File: config.mk
export PLATFORM = sky130hd
export DESIGN_NAME = epoch_seconds_to_calendar_core
export DESIGN_NICKNAME = d
export VERILOG_FILES = /design/src/hw/rtl/e2c_pkg.sv /design/src/hw/rtl/e2c_seq.sv /design/src/hw/rtl/epoch_seconds_to_calendar_core.sv
export VERILOG_INCLUDE_DIRS = /design/src /design/src/hw/rtl
export SDC_FILE = /design/constraint.sdc
export NUM_CORES = 2
export LEC_CHECK = 0
export BUFFER_PORTS_ARGS = -buffer_cell sky130_fd_sc_hd__buf_2
export CAP_MARGIN = 20
export CORE_MARGIN = 2
export CORE_UTILIZATION = 45
export DETAILED_ROUTE_END_ITERATION = 6
export GPL_ROUTABILITY_DRIVEN = 0
export GPL_TIMING_DRIVEN = 0
export SKIP_CTS_REPAIR_TIMING = 1
export SLEW_MARGIN = 10
export SYNTH_ARGS = -nofsm -noshare
export SYNTH_HDL_FRONTEND = slang
export SYNTH_SLANG_ARGS = --single-unit
File: constraint.sdc
create_clock -name clk_i -period 9.98 [get_ports clk_i]
set_input_delay 1.497 -clock clk_i [delete_from_list [all_inputs] [get_ports clk_i]]
set_output_delay 1.497 -clock clk_i [all_outputs]
set_load 0.01 [all_outputs]
File: src/hw/rtl/assert_macros.svh
// ----------------------------------------------------------------------------
// assert_macros.svh
// assertion helpers shared by the rtl, clocked on clk_i, off during reset
// ----------------------------------------------------------------------------
`ifndef ASSERT_MACROS_SVH
`define ASSERT_MACROS_SVH

// property must hold at every edge outside reset
`define ASSERT_CLK(lbl, prop, msg) \
  lbl: assert property (@(posedge clk_i) disable iff (!rst_ni) (prop)) else $error(msg);

// expression must never be true outside reset
`define ASSERT_NEVER(lbl, expr, msg) \
  lbl: assert property (@(posedge clk_i) disable iff (!rst_ni) !(expr)) else $error(msg);

`endif

File: src/hw/rtl/e2c_pkg.sv
// ----------------------------------------------------------------------------
// e2c_pkg
// types, constants and microcode rom for the epoch seconds to calendar block
// ----------------------------------------------------------------------------
package e2c_pkg;

  localparam int unsigned PC_W = 5;
  typedef logic [PC_W-1:0] pc_t;

  localparam logic [11:0] EPOCH_RESET = 12'd2001;

  // reciprocals for the divide-by-constant steps, estimate is floor or floor-1
  localparam logic [31:0] RECIP_60 = 32'd2290649224;  // floor(2^37 / 60)
  localparam logic [31:0] RECIP_24 = 32'd2863311530;  // floor(2^36 / 24)
  localparam logic [12:0] DIV100_MUL = 13'd5243;      // (y * 5243) >> 19 == y / 100

  typedef enum logic [3:0] {
    OP_NOP,
    OP_LOAD,
    OP_MUL,
    OP_QUO,
    OP_QD,
    OP_REM,
    OP_YINIT,
    OP_YMOD,
    OP_YEAR,
    OP_MON,
    OP_OUT
  } op_e;

  typedef enum logic [1:0] {
    DIV_SEC,
    DIV_MIN,
    DIV_HR
  } dsel_e;

  typedef struct packed {
    op_e   op;
    dsel_e sel;
    logic  last;
  } ctrl_t;

  function automatic logic [5:0] divisor(input dsel_e sel);
    logic [5:0] d;
    unique case (sel)
      DIV_HR:  d = 6'd24;
      default: d = 6'd60;
    endcase
    return d;
  endfunction

  function automatic logic [31:0] recip(input dsel_e sel);
    logic [31:0] r;
    unique case (sel)
      DIV_HR:  r = RECIP_24;
      default: r = RECIP_60;
    endcase
    return r;
  endfunction

  function automatic logic [4:0] month_len(input logic [3:0] mon, input logic leap);
    logic [4:0] l;
    unique case (mon)
      4'd2:                      l = leap ? 5'd29 : 5'd28;
      4'd4, 4'd6, 4'd9, 4'd11:   l = 5'd30;
      default:                   l = 5'd31;
    endcase
    return l;
  endfunction

  // the program: load, three constant divisions, year setup, year and month loops, output
  function automatic ctrl_t ucode(input pc_t pc);
    ctrl_t c;
    unique case (pc)
      5'd0:    c = '{op: OP_LOAD,  sel: DIV_SEC, last: 1'b0};
      5'd1:    c = '{op: OP_MUL,   sel: DIV_SEC, last: 1'b0};
      5'd2:    c = '{op: OP_QUO,   sel: DIV_SEC, last: 1'b0};
      5'd3:    c = '{op: OP_QD,    sel: DIV_SEC, last: 1'b0};
      5'd4:    c = '{op: OP_REM,   sel: DIV_SEC, last: 1'b0};
      5'd5:    c = '{op: OP_MUL,   sel: DIV_MIN, last: 1'b0};
      5'd6:    c = '{op: OP_QUO,   sel: DIV_MIN, last: 1'b0};
      5'd7:    c = '{op: OP_QD,    sel: DIV_MIN, last: 1'b0};
      5'd8:    c = '{op: OP_REM,   sel: DIV_MIN, last: 1'b0};
      5'd9:    c = '{op: OP_MUL,   sel: DIV_HR,  last: 1'b0};
      5'd10:   c = '{op: OP_QUO,   sel: DIV_HR,  last: 1'b0};
      5'd11:   c = '{op: OP_QD,    sel: DIV_HR,  last: 1'b0};
      5'd12:   c = '{op: OP_REM,   sel: DIV_HR,  last: 1'b0};
      5'd13:   c = '{op: OP_YINIT, sel: DIV_SEC, last: 1'b0};
      5'd14:   c = '{op: OP_YMOD,  sel: DIV_SEC, last: 1'b0};
      5'd15:   c = '{op: OP_YEAR,  sel: DIV_SEC, last: 1'b0};
      5'd16:   c = '{op: OP_MON,   sel: DIV_SEC, last: 1'b0};
      5'd17:   c = '{op: OP_OUT,   sel: DIV_SEC, last: 1'b1};
      default: c = '{op: OP_NOP,   sel: DIV_SEC, last: 1'b1};
    endcase
    return c;
  endfunction

endpackage

File: src/hw/rtl/e2c_seq.sv
// ----------------------------------------------------------------------------
// e2c_seq
// step counter and microcode rom, a step repeats while the datapath holds it
// ----------------------------------------------------------------------------
module e2c_seq
  import e2c_pkg::*;
(
  input  logic  clk_i,
  input  logic  rst_ni,
  input  logic  hold_i,
  output ctrl_t ctrl_o,
  output pc_t   step_o
);

  pc_t pc_q, pc_d;

  assign ctrl_o = ucode(pc_q);
  assign step_o = pc_q;

  // hold is the conditional jump back to the same step
  always_comb begin
    priority if (hold_i) begin
      pc_d = pc_q;
    end else if (ctrl_o.last) begin
      pc_d = '0;
    end else begin
      pc_d = pc_q + pc_t'(1);
    end
  end

  always_ff @(posedge clk_i or negedge rst_ni) begin
    if (!rst_ni) begin
      pc_q <= '0;
    end else begin
      pc_q <= pc_d;
    end
  end

endmodule

File: src/hw/rtl/epoch_seconds_to_calendar_core.sv
// ----------------------------------------------------------------------------
// epoch_seconds_to_calendar_core
// converts seconds since an epoch year into gregorian date and time of day
// ----------------------------------------------------------------------------
// usage
//  - slave stream: one beat carries seconds since jan 1 00:00:00 of epoch_year
//  - master stream: one beat carries year, month, day, hour, minute, second
//  - cfg channel writes epoch_year (always ready); write only while idle
//  - a microcoded sequencer runs 18 steps per beat: three divisions by a
//    constant (4 steps each, one 31x32 multiplier shared), year setup, then
//    a year loop that takes off whole years and a month loop for whole months
//  - one beat is in work at a time; the next beat can be accepted from the
//    cycle after the result is loaded into the output register
//  - the result sits in an output register, so the next beat is accepted
//    while the previous result waits; a stalled receiver only holds the
//    sequencer at its last step once the new result is ready
//  - reset clears the sequencer and the output valid, epoch_year goes to 2001
// ----------------------------------------------------------------------------
`include "assert_macros.svh"

module epoch_seconds_to_calendar_core
  import e2c_pkg::*;
(
  input  logic        clk_i,
  input  logic        rst_ni,
  // configuration write channel
  input  logic        cfg_valid_i,
  output logic        cfg_ready_o,
  input  logic [11:0] cfg_data_i,     // epoch_year
  // input stream
  input  logic        s_axis_tvalid,
  output logic        s_axis_tready,
  input  logic [31:0] s_axis_tdata,   // [30:0] seconds, [31] zero
  // output stream
  output logic        m_axis_tvalid,
  input  logic        m_axis_tready,
  output logic [39:0] m_axis_tdata    // year, month, day, hour, minute, second, pad
);

  ctrl_t ctrl;
  pc_t   step;
  logic  hold;

  e2c_seq u_seq (
    .clk_i  (clk_i),
    .rst_ni (rst_ni),
    .hold_i (hold),
    .ctrl_o (ctrl),
    .step_o (step)
  );

  // configuration register
  logic [11:0] epoch_q;
  assign cfg_ready_o = 1'b1;

  always_ff @(posedge clk_i or negedge rst_ni) begin
    if (!rst_ni) begin
      epoch_q <= EPOCH_RESET;
    end else if (cfg_valid_i) begin
      epoch_q <= cfg_data_i;
    end
  end

  // datapath registers
  logic [30:0] a_q;        // working value: seconds, then minutes, hours, days
  logic [62:0] prod_q;     // reciprocal product
  logic [25:0] q_q;        // quotient estimate
  logic [30:0] qd_q;       // quotient times divisor
  logic [5:0]  sec_q, min_q;
  logic [4:0]  hr_q;
  logic [12:0] y_q;        // one bit wider than the field, whose bits [11:0] are sent out
  logic [5:0]  hq_q;       // epoch year / 100
  logic [6:0]  m100_q;     // year mod 100
  logic [8:0]  m400_q;     // year mod 400
  logic [3:0]  mon_q;
  logic        out_valid_q;
  logic [37:0] out_data_q;

  // divide step pieces
  logic [5:0]  div;
  logic [31:0] qd_full;
  logic [30:0] rem;
  logic        rem_ge;
  logic [6:0]  fld;
  logic [30:0] q_next;

  assign div     = divisor(ctrl.sel);
  assign qd_full = 32'(q_q) * 32'(div);
  assign rem     = a_q - qd_q;
  assign rem_ge  = rem >= 31'(div);
  assign fld     = rem_ge ? (rem[6:0] - 7'(div)) : rem[6:0];
  assign q_next  = 31'(q_q) + (rem_ge ? 31'd1 : 31'd0);

  // year setup pieces
  logic [24:0] hq_prod;
  logic [11:0] hq100;
  logic [6:0]  m100_init;
  assign hq_prod   = 25'(epoch_q) * 25'(DIV100_MUL);
  assign hq100     = 12'(hq_q) * 12'd100;
  assign m100_init = 7'(y_q[11:0] - hq100);

  // calendar loop pieces
  logic       leap;
  logic [8:0] ylen;
  logic [4:0] mlen;
  logic       ytake, mtake;
  assign leap  = ((y_q[1:0] == 2'd0) && (m100_q != 7'd0)) || (m400_q == 9'd0);
  assign ylen  = leap ? 9'd366 : 9'd365;
  assign mlen  = month_len(mon_q, leap);
  assign ytake = a_q >= 31'(ylen);
  assign mtake = (mon_q < 4'd12) && (a_q >= 31'(mlen));

  logic out_busy;
  assign out_busy = out_valid_q && !m_axis_tready;

  always_comb begin
    unique case (ctrl.op)
      OP_LOAD: hold = !s_axis_tvalid;
      OP_YEAR: hold = ytake;
      OP_MON:  hold = mtake;
      OP_OUT:  hold = out_busy;
      default: hold = 1'b0;
    endcase
  end

  assign s_axis_tready = (ctrl.op == OP_LOAD);

  always_ff @(posedge clk_i) begin
    unique case (ctrl.op)
      OP_LOAD: begin
        a_q   <= s_axis_tdata[30:0];
        y_q   <= {1'b0, epoch_q};
        mon_q <= 4'd1;
      end
      OP_MUL: begin
        prod_q <= 63'(a_q) * 63'(recip(ctrl.sel));
      end
      OP_QUO: begin
        q_q <= (ctrl.sel == DIV_HR) ? prod_q[61:36] : prod_q[62:37];
      end
      OP_QD: begin
        qd_q <= qd_full[30:0];
      end
      OP_REM: begin
        a_q <= q_next;
        unique case (ctrl.sel)
          DIV_SEC: sec_q <= fld[5:0];
          DIV_MIN: min_q <= fld[5:0];
          default: hr_q  <= fld[4:0];
        endcase
      end
      OP_YINIT: begin
        hq_q <= hq_prod[24:19];
      end
      OP_YMOD: begin
        m100_q <= m100_init;
        m400_q <= 9'(hq_q[1:0]) * 9'd100 + 9'(m100_init);
      end
      OP_YEAR: begin
        if (ytake) begin
          a_q    <= a_q - 31'(ylen);
          y_q    <= y_q + 13'd1;
          m100_q <= (m100_q == 7'd99)  ? 7'd0 : m100_q + 7'd1;
          m400_q <= (m400_q == 9'd399) ? 9'd0 : m400_q + 9'd1;
        end
      end
      OP_MON: begin
        if (mtake) begin
          a_q   <= a_q - 31'(mlen);
          mon_q <= mon_q + 4'd1;
        end
      end
      OP_OUT: begin
        if (!out_busy) begin
          out_data_q <= {sec_q, min_q, hr_q, a_q[4:0] + 5'd1, mon_q, y_q[11:0]};
        end
      end
      default: begin
      end
    endcase
  end

  // output register, can be refilled in the cycle its old beat is taken
  always_ff @(posedge clk_i or negedge rst_ni) begin
    if (!rst_ni) begin
      out_valid_q <= 1'b0;
    end else if ((ctrl.op == OP_OUT) && !out_busy) begin
      out_valid_q <= 1'b1;
    end else if (m_axis_tready) begin
      out_valid_q <= 1'b0;
    end
  end

  assign m_axis_tvalid = out_valid_q;
  assign m_axis_tdata  = {2'b00, out_data_q};

  // checks
  `ASSERT_CLK(a_accept_starts_program,
    (s_axis_tvalid && s_axis_tready) |=> (step == pc_t'(1)),
    "accepted beat did not start the division steps")
  `ASSERT_CLK(a_month_day_range,
    m_axis_tvalid |-> ((out_data_q[15:12] >= 4'd1) && (out_data_q[15:12] <= 4'd12)
                       && (out_data_q[20:16] != 5'd0)),
    "month or day out of range")
  `ASSERT_CLK(a_time_range,
    m_axis_tvalid |-> ((out_data_q[25:21] < 5'd24) && (out_data_q[31:26] < 6'd60)
                       && (out_data_q[37:32] < 6'd60)),
    "time of day out of range")
  `ASSERT_NEVER(a_month_past_dec,
    (ctrl.op == OP_MON) && (mon_q > 4'd12),
    "month loop ran past december")

endmodule
-- Yosys cells after proc, flatten, opt, wreduce, memory -nomap -nowiden
Memories as Yosys holds them, arrays and structs flattened.
Index checks and enable logic that the tools add are counted.
- register bits: 263
- ROM bits: 224
- input bits: 49
- output and inout port bits: 43
- logic and storage cells: 115
- memories kept: 1
- memory list (name ; depth ; width ; rd ports ; clocked after memory_dff ; write ports ; line ; source):
    (name not given) ; 32 ; 7 ; 1 ; 0 ; 0 ; e2c_pkg.sv:74 ; unique case (pc)
- add/sub/neg operators: 13
- multiply operators: 5
- order comparisons: 4
- equal/unequal tests: 21
- multiplexer cells: 26
- bitwise operators: 2
- reduce and logical (&&, ||, !) cells: 27
- operators by type and width (kind ; number):
    case mux 31 bit (4 select lines) ; 1
    multiplier 31 x 32 -> 63 bit ; 1
    2-to-1 mux 31 bit ; 2
    2-to-1 mux 32 bit ; 1
    greater-or-equal comparator 31 x 5 -> 1 bit ; 1
    greater-or-equal comparator 31 x 6 -> 1 bit ; 1
    greater-or-equal comparator 31 x 9 -> 1 bit ; 1
    multiplier 26 x 6 -> 31 bit ; 1
    subtractor 31 bit ; 1
    subtractor 31 x 5 -> 31 bit ; 1
    subtractor 31 x 9 -> 31 bit ; 1
    2-to-1 mux 30 bit ; 1
    adder 26 x 1 -> 27 bit ; 1
    2-to-1 mux 26 bit ; 1
    case mux 13 bit (2 select lines) ; 1
    multiplier 12 x 13 -> 25 bit (second input constant) ; 1
    == test 4 x 3 -> 1 bit (second input constant) ; 6
    == test 4 bit (second input constant) ; 5
    2-to-1 mux 9 bit ; 2
    case mux 9 bit (2 select lines) ; 1
    2-to-1 mux 7 bit ; 2
    case mux 7 bit (2 select lines) ; 1
    AND reduction 2 bit ; 7
    adder 13 x 1 -> 13 bit (second input constant) ; 1
    other kinds (38) ; 56

-- Logic depth before layout (Yosys ltp)
- word-level depth: 9
- mapped depth: 34
- gate-level depth less buffers: 33

-- Hierarchy
From an unflattened synthesis, not the netlist that was laid out.
- cells, all modules: 2769
- area, all modules: 28359.7 um^2
- modules (own cells, without submodules) (module ; instances ; cells an instance ; area an instance (um^2) ; seq. area each (um^2)):
    epoch_seconds_to_calendar_core ; 1 ; 2716 ; 27904.3 ; 6490.0
    e2c_seq ; 1 ; 53 ; 455.4 ; 125.1

-- Worst setup path before layout
OpenSTA, ideal clock, no wires.
- kind: reg2reg
- start: reg u_seq.pc_q[0] (netlist: u_seq.step_o[0])
- end: reg prod_q[60], data pin
- setup time: 0.263 ns
- arrival: 8.455 ns
- setup slack: 1.263 ns
- stages on the path, launching flop included: 30
- period minus slack after synthesis: 8.717 ns
- path through: dfrtp_1 > inv_1 > ha_1 > or3_1 > a21oi_1 > clkbuf_1 > and2_1 > ha_1 > inv_1 > fa_1 > fa_1 > inv_1 > fa_1 > inv_1 > fa_1 > fa_1 > inv_1 > fa_1 > fa_1 > ha_1 > nand3_1 > o211ai_1 > a32oi_1 > a21o_1 > or4_1 > o221a_2 > o21ai_0 > a41oi_1 > o21bai_1 > xor2_1
- longest elaborated chain between the ends: 5
- RTL lines (what ; line ; source):
    start: declaration ; e2c_seq.sv:15 ; pc_t pc_q, pc_d;
    start signal: assignment ; e2c_seq.sv:35 ; pc_q <= pc_d;
    memory read (32 x 7 bit) ; -- ;
    == test 2 bit ; e2c_pkg.sv:54 ; unique case (sel)
    2-to-1 mux 30 bit ; e2c_pkg.sv:54 ;
    2-to-1 mux 32 bit ; epoch_seconds_to_calendar_core.sv:129 ; unique case (ctrl.op)
    multiplier 31 x 32 -> 63 bit ; epoch_seconds_to_calendar_core.sv:136 ; prod_q <= 63'(a_q) * 63'(recip(ctrl.sel));
    end signal: assignment ; epoch_seconds_to_calendar_core.sv:136 ;
    end: declaration ; epoch_seconds_to_calendar_core.sv:66 ; logic [62:0] prod_q;
No other way between the ends. The select of a mux whose other input is x is not followed.
A chain may end at the register's enable or synchronous reset.

-- Worst setup path in the final report
- start: reg u_seq.pc_q[0] (netlist: u_seq.step_o[0])
- end: reg prod_q[49], data pin
Same word-level chain as after synthesis.

==> results.sh <==
export IMPL_status="finished clean"
export IMPL_tritoncts="yes"
export IMPL_critical_path_top_delay_family="adder cells"
export IMPL_grt_max_degree=32
export IMPL_fin_ws_ps=505
export IMPL_synthDistinctLibCells=85
export IMPL_fp_coreArea_um2=63200
export IMPL_end_kind="flop"
export IMPL_hold_depth=0
export IMPL_dp_hpwl_um=64600
export IMPL_max_slew_margin=0.270
export IMPL_yosys_warnings=0
export IMPL_arrival_ps=9800
export IMPL_period_needed_ps=9480
export IMPL_period_share=0.949
export IMPL_dieArea_um2=66200
export IMPL_netlist_area_um2=28900
export IMPL_n_antenna_cell=0
export IMPL_drt_iter0_markers=1669
export IMPL_path_common_cell="fa_1"
export IMPL_final_nets=3786
export IMPL_tightest_slew_ps=1090
export IMPL_clk_latency_ps=550
export IMPL_synth_ff_type="edfxtp_1"
export IMPL_tns_ps=0
export IMPL_final_common_cell="ha_1"
export IMPL_cp_num_cells=29
export IMPL_hold_viol_final=0
export IMPL_die_y_um=257
export IMPL_synth_area_leaders="edfxtp_1, fa_1, ha_1"
export IMPL_syn_inst=2824
export IMPL_portBuffers=87
export IMPL_ys_seq_area_frac=0.229
export IMPL_worst_path_max_delay_cell="fa_1"
export IMPL_cap_violations=0
export IMPL_cp_required_ps=10300
export IMPL_async_reset_ff_frac=0.0807
export IMPL_syn2layout_area_growth_pct=8.60
export IMPL_crit_buf_inv=6
export IMPL_clk_path_buf_depth=3
export IMPL_rows=92
export IMPL_place_area_um2=30500
export IMPL_maxClockFrequency_mhz=106
export IMPL_io_pins=92
export IMPL_cts_clk_slew_worst_paths_ps=70
export IMPL_cp_max_fo=10
export IMPL_cts_root_buf="clkbuf_16"
export IMPL_final_util=0.496
export IMPL_drc=0
export IMPL_fin_skew_ps=33.3
export IMPL_drive_gt1_frac=0.0758
export IMPL_grt_pass1_wl_um=121000
export IMPL_cts_sinks=223
export IMPL_critPathLaunchType="flop"
export IMPL_antenna_left=0
export IMPL_cts_buffers=23
export IMPL_rsz0062_at_grt="no"
export IMPL_crit_type="reg2reg"
export IMPL_syn_avg_cell_area_um2=10.2
export IMPL_synth_edf_count=205
export IMPL_h_tree_depth=1
export IMPL_routedWlPerCell_um=19.7
export IMPL_ys_ff_latch=223
export IMPL_report_final_slew_viol_count=0
export IMPL_initial_core_util=0.457
export IMPL_via_count=21200
export IMPL_fillers=5800
export IMPL_die_w_um=257
export IMPL_fin_area_um2=31400
export IMPL_post_place_ws_ps=-840
export IMPL_synth_top_area_frac=0.213
export IMPL_grt_pass1_vias=22000
export IMPL_antenna_found_initial=2
export IMPL_dr_pass1_iters=6
export IMPL_reg2reg_depth=29
export IMPL_routed_wl_um=75200
export IMPL_grt_use_total=0.230
export IMPL_final_cell_mix="ha_1, inv_1, fa_1"
export IMPL_hp_class="reg2reg"
export IMPL_avgViaCountPerCell=5.57
export IMPL_setup_violations=0
export IMPL_synth_area_leader_cell="edfxtp_1"
export IMPL_grt_ovfl_total=0
export IMPL_slowest_delay_ps=680
area by class of cell:
cell class | count | area, um^2 | share of cell area
plain buffers | 51 | 218 | 0.00694
repair buffers | 102 | 581 | 0.0185
clock buffers | 28 | 626 | 0.0200
flip-flops and latches | 223 | 6620 | 0.211
inverters | 460 | 1730 | 0.0552
multi-input cells | 2090 | 20400 | 0.650
clock inverters | 14 | 130 | 0.00415
well taps | 846 | 1060 | 0.0338
flip-flops by register name, indices dropped and copies added, names as in the netlist, 5 cells and up:
| name | cells |
|---|---|
| y_q | 12 |
| hq_q | 5 |
| qd_q | 29 |
| sec_q | 6 |
| a_q | 31 |
| q_q | 26 |
| out_data_q | 38 |
| epoch_q | 12 |
| min_q | 6 |
| m400_q | 9 |
| u_seq.step_o | 5 |
| hr_q | 5 |
| prod_q | 27 |
| m100_q | 7 |
synth_stat cells (7+ instances only):
library cell and number:
and3_1 23, clkbuf_1 46, nand3b_1 9, nand3_1 65, or2_2 7, nor2b_1 22, xnor2_1 111, or4_1 9
xor2_1 58, a221oi_1 7, o21ai_0 89, a31oi_1 20, nand2b_1 14, o211ai_1 14, o31ai_1 9, nor3_1 39
a211oi_1 18, nor4_1 11, a221o_1 8, a22oi_1 9, nor2_1 137, ha_1 481, nand4_1 23, inv_1 460
o21a_1 12, o21bai_1 16, a21boi_0 7, or3_1 16, a222oi_1 7, nor3b_1 7, a21o_1 59, fa_1 305
and2_1 58, dfstp_2 7, dfrtp_1 11, edfxtp_1 205, mux2_2 37, a21oi_1 137, nand2_1 151, o22ai_1 16
path summary, 6_finish.rpt:
check	slack, ps	end	start
max in group asynchronous	8680	epoch_q[10]$_DFFE_PN1P_	rst_ni
max	500	prod_q[49]$_DFFE_PN_	u_seq.step_o[0]$_DFFE_PN0N_
min reg2reg	410	out_data_q[35]$_DFFE_PP_	sec_q[3]$_DFFE_PP_
max reg2reg	500	prod_q[49]$_DFFE_PN_	u_seq.step_o[0]$_DFFE_PN0N_
min	410	out_data_q[35]$_DFFE_PP_	sec_q[3]$_DFFE_PP_
min in group asynchronous	930	u_seq.step_o[2]$_DFFE_PN0N_	rst_ni
stage by stage:
stage | hold WS [ps] | cells
2_1_floorplan | 400 | 2825
3_3_place_gp | 403 | 3758
3_5_place_dp | 405 | 3765
4_1_cts | 415 | 3807
5_1_grt | 430 | 3814
6_report | 411 | 3814
logic make-up after synthesis:
| logic type | count (synthesis) | share of synthesized area |
|---|---|---|
| flip-flops | 223 | 0.229 |
| other | 2 | 0.000260 |
| AO/OA/AOI/OAI | 481 | 0.110 |
| XOR/XNOR | 169 | 0.0513 |
| adder cells (fa/ha/maj) | 786 | 0.420 |
| buffers and inverters | 512 | 0.0673 |
| AND/OR/NAND/NOR | 609 | 0.106 |
| multiplexers | 42 | 0.0163 |
routing by layer:
layer | wire, um | vias to the layer above | track usage
met5 | 0 | - | 0
met4 | 2320 | 0 | 0.0676
met3 | 4020 | 147 | 0.0180
met2 | 35200 | 663 | 0.382
met1 | 33600 | 10400 | 0.323
li1 | - | 9993 | -
Power is not shown: default switching activity piles up to over one toggle a cycle in this logic, so the estimate is an artifact.
